File: src/design/assert_macros.svh
// ----------------------------------------------------------------------------
// assert_macros.svh
// assertion shorthands included by audio_frame_master_clock
// ----------------------------------------------------------------------------
`ifndef ASSERT_MACROS_SVH
`define ASSERT_MACROS_SVH

// clocked assertion, disabled while reset is asserted
`define AFMC_ASSERT(lbl, clk, rst_n, prop, msg) \
	lbl: assert property (@(posedge clk) disable iff (!rst_n) prop) else $error(msg);

// clocked assertion, checked during reset too
`define AFMC_ASSERT_ALWAYS(lbl, clk, prop, msg) \
	lbl: assert property (@(posedge clk) prop) else $error(msg);

`endif

File: src/design/afmc_pkg.sv
// ----------------------------------------------------------------------------
// afmc_pkg
// shared widths, request codes and defaults of the audio frame clock
// ----------------------------------------------------------------------------
package afmc_pkg;

	localparam int REQ_W    = 3;
	localparam int SEEK_W   = 48;
	localparam int MODE_W   = 2;
	localparam int CNT_W    = 16;
	localparam int TICK_W   = 47;
	localparam int FRAMES_W = 48;
	localparam int RATE_W   = 20;

	// multiplier digit, frames are consumed this many bits per cycle
	localparam int DIGIT_W    = 8;
	localparam int MUL_DIGITS = FRAMES_W / DIGIT_W;

	localparam logic [RATE_W-1:0] RATE_RESET = 20'd48000;

	localparam int unsigned         TICKS_PER_SEC_DEF = 1000000;
	localparam logic [TICK_W-1:0]   MAX_TICK_DEF      = 47'h7FFF_FFFF_FFFF;

	typedef enum logic [REQ_W-1:0] {
		REQ_PLAY   = 3'd0,
		REQ_PAUSE  = 3'd1,
		REQ_SEEK   = 3'd2,
		REQ_FRAMES = 3'd3,
		REQ_QUERY  = 3'd4
	} req_t;

endpackage

File: src/design/afmc_mul.sv
// ----------------------------------------------------------------------------
// afmc_mul
// digit-serial multiply of the frame count by the tick rate
// ----------------------------------------------------------------------------
module afmc_mul #(
	parameter int unsigned TICKS_PER_SEC = afmc_pkg::TICKS_PER_SEC_DEF,
	parameter int          TPS_W         = 20,
	parameter int          PW            = afmc_pkg::FRAMES_W + 20
) (
	input  logic                          clk,
	input  logic                          arst_n,
	input  logic                          start,
	input  logic [afmc_pkg::FRAMES_W-1:0] frames,
	output logic                          done,
	output logic [PW-1:0]                 product
);

	localparam int CW = $clog2(afmc_pkg::MUL_DIGITS + 1);
	localparam logic [TPS_W-1:0] TPS_C = TPS_W'(TICKS_PER_SEC);

	logic [afmc_pkg::FRAMES_W-1:0]         fr_q;
	logic [PW-1:0]                         acc_q;
	logic [CW-1:0]                         cnt_q;
	logic                                  busy_q;
	logic                                  done_q;
	logic [afmc_pkg::DIGIT_W+TPS_W-1:0]    partial;

	// most significant digit first, accumulator shifts up one digit per cycle
	assign partial = (afmc_pkg::DIGIT_W+TPS_W)'(fr_q[afmc_pkg::FRAMES_W-1 -: afmc_pkg::DIGIT_W])
		* (afmc_pkg::DIGIT_W+TPS_W)'(TPS_C);

	always_ff @(posedge clk or negedge arst_n) begin
		if (!arst_n) begin
			cnt_q  <= '0;
			busy_q <= 1'b0;
			done_q <= 1'b0;
		end else begin
			done_q <= busy_q && (cnt_q == CW'(1));
			if (start) begin
				cnt_q  <= CW'(afmc_pkg::MUL_DIGITS);
				busy_q <= 1'b1;
			end else if (busy_q) begin
				cnt_q <= cnt_q - CW'(1);
				if (cnt_q == CW'(1)) begin
					busy_q <= 1'b0;
				end
			end
		end
	end

	always_ff @(posedge clk) begin
		if (start) begin
			fr_q  <= frames;
			acc_q <= '0;
		end else if (busy_q) begin
			fr_q  <= fr_q << afmc_pkg::DIGIT_W;
			acc_q <= {acc_q[PW-afmc_pkg::DIGIT_W-1:0], {afmc_pkg::DIGIT_W{1'b0}}}
				+ PW'(partial);
		end
	end

	assign done    = done_q;
	assign product = acc_q;

endmodule

File: src/design/afmc_div.sv
// ----------------------------------------------------------------------------
// afmc_div
// bit-serial restoring divide of the tick product by the sample rate
// ----------------------------------------------------------------------------
module afmc_div #(
	parameter int PW = afmc_pkg::FRAMES_W + 20
) (
	input  logic                        clk,
	input  logic                        arst_n,
	input  logic                        start,
	input  logic [PW-1:0]               dividend,
	input  logic [afmc_pkg::RATE_W-1:0] divisor,
	output logic                        done,
	output logic [PW-1:0]               quotient
);

	localparam int CW = $clog2(PW + 1);

	logic [PW-1:0]                 dq_q;
	logic [afmc_pkg::RATE_W-1:0]   rem_q;
	logic [afmc_pkg::RATE_W-1:0]   d_q;
	logic [CW-1:0]                 cnt_q;
	logic                          busy_q;
	logic                          done_q;
	logic [afmc_pkg::RATE_W:0]     trial;
	logic [afmc_pkg::RATE_W:0]     diff;
	logic                          ge;

	// dividend bits leave at the top, quotient bits enter at the bottom
	assign trial = {rem_q, dq_q[PW-1]};
	assign ge    = trial >= {1'b0, d_q};
	assign diff  = trial - {1'b0, d_q};

	always_ff @(posedge clk or negedge arst_n) begin
		if (!arst_n) begin
			cnt_q  <= '0;
			busy_q <= 1'b0;
			done_q <= 1'b0;
		end else begin
			done_q <= busy_q && (cnt_q == CW'(1));
			if (start) begin
				cnt_q  <= CW'(PW);
				busy_q <= 1'b1;
			end else if (busy_q) begin
				cnt_q <= cnt_q - CW'(1);
				if (cnt_q == CW'(1)) begin
					busy_q <= 1'b0;
				end
			end
		end
	end

	always_ff @(posedge clk) begin
		if (start) begin
			dq_q  <= dividend;
			rem_q <= '0;
			d_q   <= divisor;
		end else if (busy_q) begin
			dq_q  <= {dq_q[PW-2:0], ge};
			rem_q <= ge ? diff[afmc_pkg::RATE_W-1:0] : trial[afmc_pkg::RATE_W-1:0];
		end
	end

	assign done     = done_q;
	assign quotient = dq_q;

endmodule

File: src/design/audio_frame_master_clock.sv
// ----------------------------------------------------------------------------
// audio_frame_master_clock
// playback clock driven by rendered audio frames
// ----------------------------------------------------------------------------
// Each input transfer is one event (play, pause, seek, frames rendered or
// query) and yields exactly one output transfer carrying the tick position,
// the playing flag and the mode of the latest seek, all as they stand after
// the event. The elapsed time since the last pause or seek is
// floor(frames * TICKS_PER_SEC / sample_rate), computed exactly: a digit-serial
// multiplier takes the 48-bit frame count eight bits per cycle, then a
// restoring divider produces one quotient bit per cycle over the whole
// product (48 + clog2(TICKS_PER_SEC+1) bits, 68 at the default rate). Events
// are taken one at a time; a finished result waits in the output register,
// so the next event is accepted while it is still unclaimed. A sample rate
// of zero divides as one. The sample rate may be written only while no event
// is in flight.
`include "assert_macros.svh"

module audio_frame_master_clock #(
	parameter int unsigned                         TICKS_PER_SEC = afmc_pkg::TICKS_PER_SEC_DEF,
	parameter logic [afmc_pkg::TICK_W-1:0]         MAX_TICK      = afmc_pkg::MAX_TICK_DEF
) (
	input  logic                               clk,
	input  logic                               arst_n,

	// configuration
	input  logic                               cfg_wr_en,
	input  logic [afmc_pkg::RATE_W-1:0]        cfg_wr_data,

	// event channel
	input  logic                               in_valid,
	output logic                               in_ready,
	input  logic [afmc_pkg::REQ_W-1:0]         req_type,
	input  logic signed [afmc_pkg::SEEK_W-1:0] seek_tick,
	input  logic [afmc_pkg::MODE_W-1:0]        seek_mode,
	input  logic [afmc_pkg::CNT_W-1:0]         frame_count,

	// result channel
	output logic                               out_valid,
	input  logic                               out_ready,
	output logic [afmc_pkg::TICK_W-1:0]        current_tick,
	output logic                               is_playing,
	output logic [afmc_pkg::MODE_W-1:0]        recent_seek_mode
);

	localparam int TPS_W = $clog2(longint'(TICKS_PER_SEC) + 1);
	localparam int PW    = afmc_pkg::FRAMES_W + TPS_W;
	localparam int TW    = afmc_pkg::TICK_W;
	localparam int FW    = afmc_pkg::FRAMES_W;

	typedef enum logic [5:0] {
		ST_IDLE  = 6'b000001,
		ST_START = 6'b000010,
		ST_MUL   = 6'b000100,
		ST_DIV   = 6'b001000,
		ST_SUM   = 6'b010000,
		ST_OUT   = 6'b100000
	} state_t;

	state_t                          state_q;

	// architectural state
	logic [afmc_pkg::RATE_W-1:0]     rate_q;
	logic [TW-1:0]                   base_q;
	logic [FW-1:0]                   frames_q;
	logic                            playing_q;
	logic [afmc_pkg::MODE_W-1:0]     mode_q;
	logic                            pause_q;

	// working registers
	logic [TW-1:0]                   elapsed_q;
	logic [TW-1:0]                   tick_q;

	// output register
	logic                            out_valid_q;
	logic [TW-1:0]                   out_tick_q;
	logic                            out_playing_q;
	logic [afmc_pkg::MODE_W-1:0]     out_mode_q;

	logic                            accept;
	logic                            load_out;
	afmc_pkg::req_t                  req;
	logic [FW:0]                     frames_sum;
	logic [TW-1:0]                   seek_clamped;
	logic [afmc_pkg::RATE_W-1:0]     divisor;
	logic                            mul_done;
	logic [PW-1:0]                   product;
	logic                            div_start;
	logic                            div_done;
	logic [PW-1:0]                   quotient;
	logic [TW:0]                     tick_sum;

	assign in_ready = (state_q == ST_IDLE);
	assign accept   = in_valid && in_ready;
	assign load_out = (state_q == ST_OUT) && (!out_valid_q || out_ready);
	assign req      = afmc_pkg::req_t'(req_type);

	// saturating frame accumulation
	assign frames_sum = {1'b0, frames_q} + (FW+1)'(frame_count);

	// negative seek targets land on zero, large ones on the top tick
	always_comb begin
		if (seek_tick[afmc_pkg::SEEK_W-1]) begin
			seek_clamped = '0;
		end else if (seek_tick[TW-1:0] > MAX_TICK) begin
			seek_clamped = MAX_TICK;
		end else begin
			seek_clamped = seek_tick[TW-1:0];
		end
	end

	assign divisor  = (rate_q == '0) ? afmc_pkg::RATE_W'(1) : rate_q;
	assign div_start = (state_q == ST_MUL) && mul_done;
	assign tick_sum  = {1'b0, base_q} + {1'b0, elapsed_q};

	afmc_mul #(
		.TICKS_PER_SEC (TICKS_PER_SEC),
		.TPS_W         (TPS_W),
		.PW            (PW)
	) u_mul (
		.clk     (clk),
		.arst_n  (arst_n),
		.start   (state_q == ST_START),
		.frames  (frames_q),
		.done    (mul_done),
		.product (product)
	);

	afmc_div #(
		.PW (PW)
	) u_div (
		.clk      (clk),
		.arst_n   (arst_n),
		.start    (div_start),
		.dividend (product),
		.divisor  (divisor),
		.done     (div_done),
		.quotient (quotient)
	);

	// sequencer
	always_ff @(posedge clk or negedge arst_n) begin
		if (!arst_n) begin
			state_q <= ST_IDLE;
		end else begin
			unique case (state_q)
				ST_IDLE: begin
					if (accept) begin
						state_q <= ST_START;
					end
				end
				ST_START: begin
					state_q <= ST_MUL;
				end
				ST_MUL: begin
					if (mul_done) begin
						state_q <= ST_DIV;
					end
				end
				ST_DIV: begin
					if (div_done) begin
						state_q <= ST_SUM;
					end
				end
				ST_SUM: begin
					state_q <= ST_OUT;
				end
				ST_OUT: begin
					if (load_out) begin
						state_q <= ST_IDLE;
					end
				end
				default: begin
					state_q <= ST_IDLE;
				end
			endcase
		end
	end

	// clock state: events apply at acceptance, pause folds in once the tick is known
	always_ff @(posedge clk or negedge arst_n) begin
		if (!arst_n) begin
			rate_q    <= afmc_pkg::RATE_RESET;
			base_q    <= '0;
			frames_q  <= '0;
			playing_q <= 1'b0;
			mode_q    <= '0;
			pause_q   <= 1'b0;
		end else begin
			if (cfg_wr_en) begin
				rate_q <= cfg_wr_data;
			end
			if (accept) begin
				pause_q <= (req == afmc_pkg::REQ_PAUSE);
				case (req)
					afmc_pkg::REQ_PLAY: begin
						playing_q <= 1'b1;
					end
					afmc_pkg::REQ_PAUSE: begin
						playing_q <= 1'b0;
					end
					afmc_pkg::REQ_SEEK: begin
						base_q   <= seek_clamped;
						frames_q <= '0;
						mode_q   <= seek_mode;
					end
					afmc_pkg::REQ_FRAMES: begin
						// frames rendered while paused are dropped
						if (playing_q) begin
							frames_q <= frames_sum[FW] ? {FW{1'b1}} : frames_sum[FW-1:0];
						end
					end
					default: begin
					end
				endcase
			end else if (load_out && pause_q) begin
				base_q   <= tick_q;
				frames_q <= '0;
			end
		end
	end

	// elapsed and tick, both clamped to the top tick
	always_ff @(posedge clk) begin
		if ((state_q == ST_DIV) && div_done) begin
			elapsed_q <= (quotient > PW'(MAX_TICK)) ? MAX_TICK : quotient[TW-1:0];
		end
		if (state_q == ST_SUM) begin
			tick_q <= (tick_sum > (TW+1)'(MAX_TICK)) ? MAX_TICK : tick_sum[TW-1:0];
		end
	end

	// output register holds the result until the transfer completes
	always_ff @(posedge clk or negedge arst_n) begin
		if (!arst_n) begin
			out_valid_q <= 1'b0;
		end else if (load_out) begin
			out_valid_q <= 1'b1;
		end else if (out_ready) begin
			out_valid_q <= 1'b0;
		end
	end

	always_ff @(posedge clk) begin
		if (load_out) begin
			out_tick_q    <= tick_q;
			out_playing_q <= playing_q;
			out_mode_q    <= mode_q;
		end
	end

	assign out_valid        = out_valid_q;
	assign current_tick     = out_tick_q;
	assign is_playing       = out_playing_q;
	assign recent_seek_mode = out_mode_q;

	// an accepted event keeps the input closed for the next cycle
	`AFMC_ASSERT(a_accept_closes, clk, arst_n, accept |=> !in_ready, "input open right after a transfer")
	// a fresh result only comes out of the final step
	`AFMC_ASSERT(a_rise_from_out, clk, arst_n, $rose(out_valid) |-> $past(state_q == ST_OUT), "result without final step")
	// a finished product always hands over to the divider
	`AFMC_ASSERT(a_mul_to_div, clk, arst_n, (mul_done && state_q == ST_MUL) |=> state_q == ST_DIV, "product not handed to divider")
	// a pause result leaves the frame count cleared
	`AFMC_ASSERT(a_pause_clears, clk, arst_n, ($rose(out_valid) && $past(pause_q)) |-> frames_q == '0, "pause left frames behind")

endmodule

File: config.mk
export PLATFORM = sky130hd
export DESIGN_NAME = audio_frame_master_clock
export DESIGN_NICKNAME = d
export VERILOG_FILES = /design/src/design/afmc_pkg.sv /design/src/design/afmc_mul.sv /design/src/design/afmc_div.sv /design/src/design/audio_frame_master_clock.sv
export VERILOG_INCLUDE_DIRS = /design/src /design/src/design
export SDC_FILE = /design/constraint.sdc
export NUM_CORES = 1
export LEC_CHECK = 0
export BUFFER_PORTS_ARGS = -buffer_cell sky130_fd_sc_hd__buf_2
export CAP_MARGIN = 5
export CORE_ASPECT_RATIO = 0.75
export CORE_MARGIN = 1
export CORE_UTILIZATION = 50
export CTS_BUF_LIST = sky130_fd_sc_hd__clkbuf_4 sky130_fd_sc_hd__clkbuf_8 sky130_fd_sc_hd__clkbuf_16
export DETAILED_ROUTE_END_ITERATION = 6
export PLACE_DENSITY = 0.67
export SYNTH_ARGS = -nofsm -noshare
export SYNTH_HDL_FRONTEND = slang
export SYNTH_SLANG_ARGS = --single-unit
export TNS_END_PERCENT = 20
File: constraint.sdc
create_clock -name clk -period 16.6 [get_ports clk]
set_input_delay 1.66 -clock clk [delete_from_list [all_inputs] [get_ports clk]]
set_output_delay 1.66 -clock clk [all_outputs]
set_load 0.02 [all_outputs]
==> results of run 1 <==
worst max-delay path: cells and delay by family, from the launching register on:
kind | cells | cell delay, ps
AOI/OAI and AO/OA | 6 | 1880
xor gates and xnor gates | 2 | 330
adders and majority gates | 6 | 2570
buffers and inverters | 2 | 100
DFF | 1 | 510
and+or+nand+nor | 4 | 730
worst paths after layout:
check                          startpoint                 to  slack [ps]
max                        u_mul.fr_q[42]  u_mul.product[52]       10300
min                            tick_q[36]   current_tick[36]         450
max reg2reg                u_mul.fr_q[42]  u_mul.product[52]       10300
min reg2reg                    tick_q[36]   current_tick[36]         450
max in group asynchronous          arst_n       u_mul.busy_q       14070
min in group asynchronous          arst_n        frames_q[5]        1170
logic make-up (layout without fill, tap and decap cells):
group                    count (synthesis)  count (layout)  share of synthesized area
multiplexers                            59              59                     0.0228
adder cells (fa/ha/maj)                177             177                     0.0872
flip-flops                             502             502                      0.499
XOR/XNOR                               138             138                     0.0444
buffers and inverters                  244             363                     0.0345
AO/OA/AOI/OAI                          596             596                      0.132
AND/OR/NAND/NOR                       1038            1038                      0.180
registers in the layout, summed over array words and instances, names as in the netlist, 47 cells and up:
signal / count
u_div.quotient: 68
u_mul.product: 62
frames_q: 48
u_mul.fr_q: 48
base_q: 47
current_tick: 47
elapsed_q: 47
tick_q: 47
area by class of cell:
type | instances | area, sq um
repair buffers | 164 | 875
inverters | 103 | 387
flip-flops and latches | 502 | 13600
fillers | 4694 | 23100
multi-input cells | 2008 | 12800
well taps | 712 | 891
clock buffers | 66 | 1450
clock inverters | 30 | 327
layer usage:
metal,routed length (microns),vias up,track usage
li1,-,9904,-
met1,31600,9796,0.351
met2,26800,515,0.339
met3,3680,74,0.0335
met4,1120,0,0.0566
met5,0,-,0
stage by stage:
stage / utilization / hold WS, ps / instances / setup WS, ps / cell area [sq um]
after floorplan: - / 421 / 2754 / 11050 / 27200
after global placement: 0.534 / 428 / 3489 / 10660 / 28500
after detailed placement: 0.534 / 434 / 3489 / 10370 / 28500
after CTS: 0.567 / 448 / 3585 / 10340 / 30300
after global routing: 0.567 / 458 / 3585 / 10060 / 30300
final: 0.567 / 450 / 3585 / 10300 / 30300
Yosys cell counts (all sizes together), types with 24 or more instances:
cell,number
dfxtp,82
and3,30
nand2b,62
nor3,43
o21ai,192
edfxtp,280
a21o,52
xor2,57
inv,101
nand4,36
nor2,150
mux2i,36
nor4,24
nand3,53
clkbuf,125
a211oi,30
dfrtp,132
nor3b,51
xnor2,81
ha,156
nand2,512
a21oi,195
==> summary.txt, run 1 <==
SYNTHESIS
-------------------------------------------------------------------------------------
Syn avg cell area ......................................................   9.87 sq um
Main flop type after synthesis ......................................... sky130_fd_sc_hd__edfxtp_1
Most area-consuming cells after synthesis .............................. sky130_fd_sc_hd__edfxtp_1, sky130_fd_sc_hd__dfrtp_1, sky130_fd_sc_hd__ha_1
Synth warn .............................................................            0
Fraction of post-synthesis cell area in the top cell type by area ......        0.309
Post-synth EDFFs .......................................................          280
Proportion of synthesized flip-flops having asynchronous set or reset ..        0.279
Count of mapped cells out of synthesis .................................         2754
Post-synth cell types ..................................................           84
Portion of the post-synthesis area used by sequential elements .........        0.499
FF+latch count, synth ..................................................          502
Mapped Nets ............................................................         3025
Mapped Area ............................................................  27200 sq um
Biggest area consumer among synthesized cells .......................... sky130_fd_sc_hd__edfxtp_1

SETUP PATH
-------------------------------------------------------------------------------------
Endpoint required time on the critical path ............................     17030 ps
Sort of element at the start of the critical path ......................    flip-flop
Worst-case reg-to-reg path depth .......................................           20
Peak fanout along the critical path ....................................            7
Worst stage delay on the critical path .................................       760 ps
Data arrival time of the critical path .................................      6720 ps
Startpoint-to-endpoint class of the critical path ......................   reg -> reg
Endpoint kind of the worst setup timing path ...........................    flip-flop
Cell breakdown of the critical path .................................... fa_1, ha_1, fa_1, inv_1, fa_1, inv_1, ha_1, nor2_1, a211oi_1, a21o_1, a21oi_1, xnor2_1, ha_1, and2_1, a2111oi_0, o31ai_2, and2_1, nand4_1, xor2_1, a21oi_1
Standard cell with the maximum stage delay on the critical path ........ sky130_fd_sc_hd__a2111oi_0

CTS
-------------------------------------------------------------------------------------
CTS resizes ............................................................            0
H-tree lvl count .......................................................            2
TritonCTS Sinks ........................................................          502
Worst-case clock buffer depth ..........................................            3
Num CTS Buffers ........................................................           51
Clock-pin transition on the worst setup and hold timing paths ..........        60 ps
Clock tree from TritonCTS ..............................................          yes
Cell at the root of the clock tree ..................................... sky130_fd_sc_hd__clkbuf_16
Post-CTS Setup Repair Bufs .............................................            0
Clock insertion delay at the later pin of the skew report ..............       600 ps
Hold buffer count at cts ...............................................            0

PLACED DESIGN
-------------------------------------------------------------------------------------
Routability congestion estimate from global placement ..................        0.900
Number of buffer cells added on primary ports ..........................          145
Half-perimeter wire length of the detailed placement result ............ 44300 microns

GLOBAL ROUTING
-------------------------------------------------------------------------------------
Pin count of the biggest net entering global routing ...................          107
Number of global-route vias before repair ..............................        19473
Overall fraction of global-route tracks in use .........................        0.229
Leftover overflow at the end of global routing .........................            0
Global-route wire length before repair ................................. 103000 microns
Antenna violations before repair .......................................            1

CELLS AND AREA
-------------------------------------------------------------------------------------
Synth-to-Final Area Change .............................................        11.3%
Antenna diode count ....................................................            0
Share of cells above drive strength 1 ..................................        0.115
Highest-count cells in the layout ignoring fill and taps ............... sky130_fd_sc_hd__nand2_1, sky130_fd_sc_hd__edfxtp_1, sky130_fd_sc_hd__a21oi_1
Number of nets in the finished design ..................................         3101
Most frequent standard cell in the layout excluding fill and tap cells . sky130_fd_sc_hd__nand2_1

WORST HOLD PATH
-------------------------------------------------------------------------------------
Class of the tightest hold or removal check ............................   reg -> reg
Cells on Worst Hold Path ...............................................            0

TIMING
-------------------------------------------------------------------------------------
Unrepaired setup endpoints after global routing ........................           no
Max-slew headroom ......................................................        0.282
Worst clock skew .......................................................      20.4 ps
Final number of setup-violating endpoints ..............................            0
Final hold viol count ..................................................            0
Final count of pins violating max slew .................................            0
Actual transition at the worst max-transition pin ......................      1070 ps
Tmin final .............................................................      6300 ps
Final period utilization ...............................................        0.379
Summed negative setup slack over all endpoints .........................         0 ps
Highest Clock Rate .....................................................      159 MHz

FLOORPLANNING
-------------------------------------------------------------------------------------
Area of the core .......................................................  53300 sq um
DIE HEIGHT .............................................................  204 microns
Placement Rows .........................................................           73
Io pins ................................................................          146
Die Width ..............................................................  271 microns
Die area ...............................................................  55300 sq um
Initial Utilization ....................................................        0.510

ROUTING
-------------------------------------------------------------------------------------
Routed wire length ..................................................... 63200 microns
Vias per std cell ......................................................         5.66
Remaining design rule violation count ..................................            0
Average wire length per cell after detail routing ...................... 17.6 microns
Detailed-route via count ...............................................        20289
DRT Pass-1 Iters .......................................................            5
DR iter-0 viols ........................................................         1667
Number of nets still failing antenna checks after routing ..............            0

RUN STATUS
-------------------------------------------------------------------------------------
Status ................................................................. complete, no violations

RUN
-------------------------------------------------------------------------------------
MaxCap Viol Count ......................................................            0

Power of run 1 is not shown: default switching activity piles up to over one toggle a cycle in this logic, so the estimate is an artifact.
==> run 2: changes to the inputs <==
--- a/config.mk
+++ b/config.mk
@@ -13,7 +13,7 @@
 export CORE_UTILIZATION = 50
 export CTS_BUF_LIST = sky130_fd_sc_hd__clkbuf_4 sky130_fd_sc_hd__clkbuf_8 sky130_fd_sc_hd__clkbuf_16
 export DETAILED_ROUTE_END_ITERATION = 6
-export PLACE_DENSITY = 0.67
+export PLACE_DENSITY = 0.7
 export SYNTH_ARGS = -nofsm -noshare
 export SYNTH_HDL_FRONTEND = slang
 export SYNTH_SLANG_ARGS = --single-unit
==> constraint.sdc (replaced) <==
create_clock -name clk -period 5.75 [get_ports clk]
set_input_delay 0.575 -clock clk [delete_from_list [all_inputs] [get_ports clk]]
set_output_delay 0.575 -clock clk [all_outputs]
set_load 0.02 [all_outputs]
==> summary.txt, run 2 (same netlist as run 1, synthesis figures left out) <==
TIMING
-------------------------------------------------------------------------------------
Final count of pins violating max slew .................................            0
Highest Clock Rate .....................................................      178 MHz
Max-slew headroom ......................................................        0.274
Final hold viol count ..................................................            0
Worst clock skew .......................................................      25.8 ps
Worst-case setup margin in the final layout ............................       145 ps
Tmin final .............................................................      5600 ps
Final number of setup-violating endpoints ..............................            0
Summed negative setup slack over all endpoints .........................         0 ps
Final period utilization ...............................................        0.975
Actual transition at the worst max-transition pin ......................      1090 ps

CTS
-------------------------------------------------------------------------------------
Clock-pin transition on the worst setup and hold timing paths ..........        60 ps
Clock insertion delay at the later pin of the skew report ..............       590 ps
H-tree lvl count .......................................................            2
Clock tree from TritonCTS ..............................................          yes
Worst-case clock buffer depth ..........................................            3
TritonCTS Sinks ........................................................          502
Cell at the root of the clock tree ..................................... sky130_fd_sc_hd__clkbuf_16
Num CTS Buffers ........................................................           49

GLOBAL ROUTING
-------------------------------------------------------------------------------------
Pin count of the biggest net entering global routing ...................          107
Antenna violations before repair .......................................            1
Overall fraction of global-route tracks in use .........................        0.226
Global-route wire length before repair ................................. 102000 microns
Leftover overflow at the end of global routing .........................            0
Number of global-route vias before repair ..............................        19706

CELLS AND AREA
-------------------------------------------------------------------------------------
Largest register FFs ...................................................           68
Number of nets in the finished design ..................................         3124
Multi-input logic area .................................................  12900 sq um
Highest-count cells in the layout ignoring fill and taps ............... sky130_fd_sc_hd__nand2_1, sky130_fd_sc_hd__edfxtp_1, sky130_fd_sc_hd__a21oi_1
Antenna diode count ....................................................            0
Share of cells above drive strength 1 ..................................        0.127
Synth-to-Final Area Change .............................................        12.1%
Count of filler cells inserted in the layout ...........................         4583
Most frequent standard cell in the layout excluding fill and tap cells . sky130_fd_sc_hd__nand2_1
Register area ..........................................................  13600 sq um
Post-layout instance count excluding filler cells ......................         3605

SETUP PATH
-------------------------------------------------------------------------------------
Startpoint-to-endpoint class of the critical path ......................   reg -> reg
Standard cell with the maximum stage delay on the critical path ........ sky130_fd_sc_hd__edfxtp_1
Endpoint kind of the worst setup timing path ...........................    flip-flop
Data arrival time of the critical path .................................      6020 ps
Endpoint required time on the critical path ............................      6160 ps
Cell seen most often among critical-path stages ........................ sky130_fd_sc_hd__ha_1
Number of buffer and inverter instances along the worst setup path .....            4
Sort of element at the start of the critical path ......................    flip-flop
Worst stage delay on the critical path .................................       410 ps
Peak fanout along the critical path ....................................            7
Cell family contributing the most delay on the critical path ........... compound AO/OA/AOI/OAI gates

ROUTING
-------------------------------------------------------------------------------------
Routed wire length ..................................................... 62400 microns
DRT Pass-1 Iters .......................................................            6
Number of nets still failing antenna checks after routing ..............            0
Detailed-route via count ...............................................        20455
DR iter-0 viols ........................................................         1849
Average wire length per cell after detail routing ...................... 17.3 microns
Vias per std cell ......................................................         5.67
Remaining design rule violation count ..................................            0

PLACED DESIGN
-------------------------------------------------------------------------------------
Number of buffer cells added on primary ports ..........................          145
Pre-CTS worst setup slack ..............................................     -13.6 ps
Routability congestion estimate from global placement ..................        0.911
Half-perimeter wire length of the detailed placement result ............ 43700 microns
Total placed cells including tap cells .................................         3506

FLOORPLANNING
-------------------------------------------------------------------------------------
Die area ...............................................................  55300 sq um
Placement Rows .........................................................           73
Area of the core .......................................................  53300 sq um
Initial Utilization ....................................................        0.510
Io pins ................................................................          146
Die Width ..............................................................  271 microns
DIE HEIGHT .............................................................  204 microns

RUN
-------------------------------------------------------------------------------------
MaxCap Viol Count ......................................................            0

RUN STATUS
-------------------------------------------------------------------------------------
Status ................................................................. complete, no violations

WORST HOLD PATH
-------------------------------------------------------------------------------------
Class of the tightest hold or removal check ............................    in -> reg

==> run 2: cell types whose count changed in the layout (fill, tap and decap cells not counted), moves of 5 or more <==
cell                       before  now
sky130_fd_sc_hd__ha_1         156  151
sky130_fd_sc_hd__clkbuf_4      10   16
sky130_fd_sc_hd__clkbuf_8       2   11
sky130_fd_sc_hd__buf_4         19   41
sky130_fd_sc_hd__clkinv_2      11    5
==> run 2: metrics by stage <==
step / instance area [sq um] / hold WS [ps] / util
6_report: 30500 / 228 / 0.572
5_1_grt: 30500 / 202 / 0.572
4_1_cts: 30300 / 186 / 0.568
3_5_place_dp: 28600 / 436 / 0.536
3_3_place_gp: 28600 / 428 / 0.536
2_1_floorplan: 27200 / 279 / -
==> run 2: path summary, 6_finish.rpt <==
kind                       depth (start not counted)  slack, ps                  end      startpoint
max                                               25        150    u_mul.product[29]  u_mul.fr_q[42]
min                                                2        230            mode_q[1]    seek_mode[1]
max reg2reg                                       25        150    u_mul.product[29]  u_mul.fr_q[42]
min reg2reg                                        0        450  recent_seek_mode[1]       mode_q[1]
max in group asynchronous                          3       4100           base_q[46]          arst_n
min in group asynchronous                          2        520          frames_q[4]          arst_n
==> run 2: timing repair <==
item	4_1_cts	5_1_grt
setup buffers	0	7
hold endpoints to repair	45	0
resized for setup	0	27
setup endpoints to repair	0	40
hold buffers	1	0
==> run 2: final cells by class <==
cell class,count,area share
Clock buffer,77,0.0499
Clock inverter,14,0.00419
Tap cell,712,0.0292
Timing Repair Buffer,189,0.0355
Sequential cell,502,0.445
Multi-Input combinational cell,2008,0.423
Inverter,103,0.0127
==> run 2: worst register-to-register path, delay by kind of cell (launching register included) <==
family / cells / cell delay [ps]
AO/OA/AOI/OAI: 12 / 2250
adder cells (fa/ha/maj): 5 / 1530
buffers and inverters: 4 / 630
flip-flops: 1 / 410
XOR/XNOR: 2 / 380
AND/OR/NAND/NOR: 2 / 240
==> run 2: layer usage <==
metal | part of all wire | GRT usage | routed length (microns) | up-vias
met5 | 0 | 0 | 0 | -
met4 | 0.018 | 0.0568 | 1120 | 0
met3 | 0.067 | 0.0383 | 4190 | 84
met2 | 0.43 | 0.343 | 26800 | 665
met1 | 0.49 | 0.335 | 30300 | 9769
li1 | - | - | - | 9937
Power of run 2 is left out for the same reason.
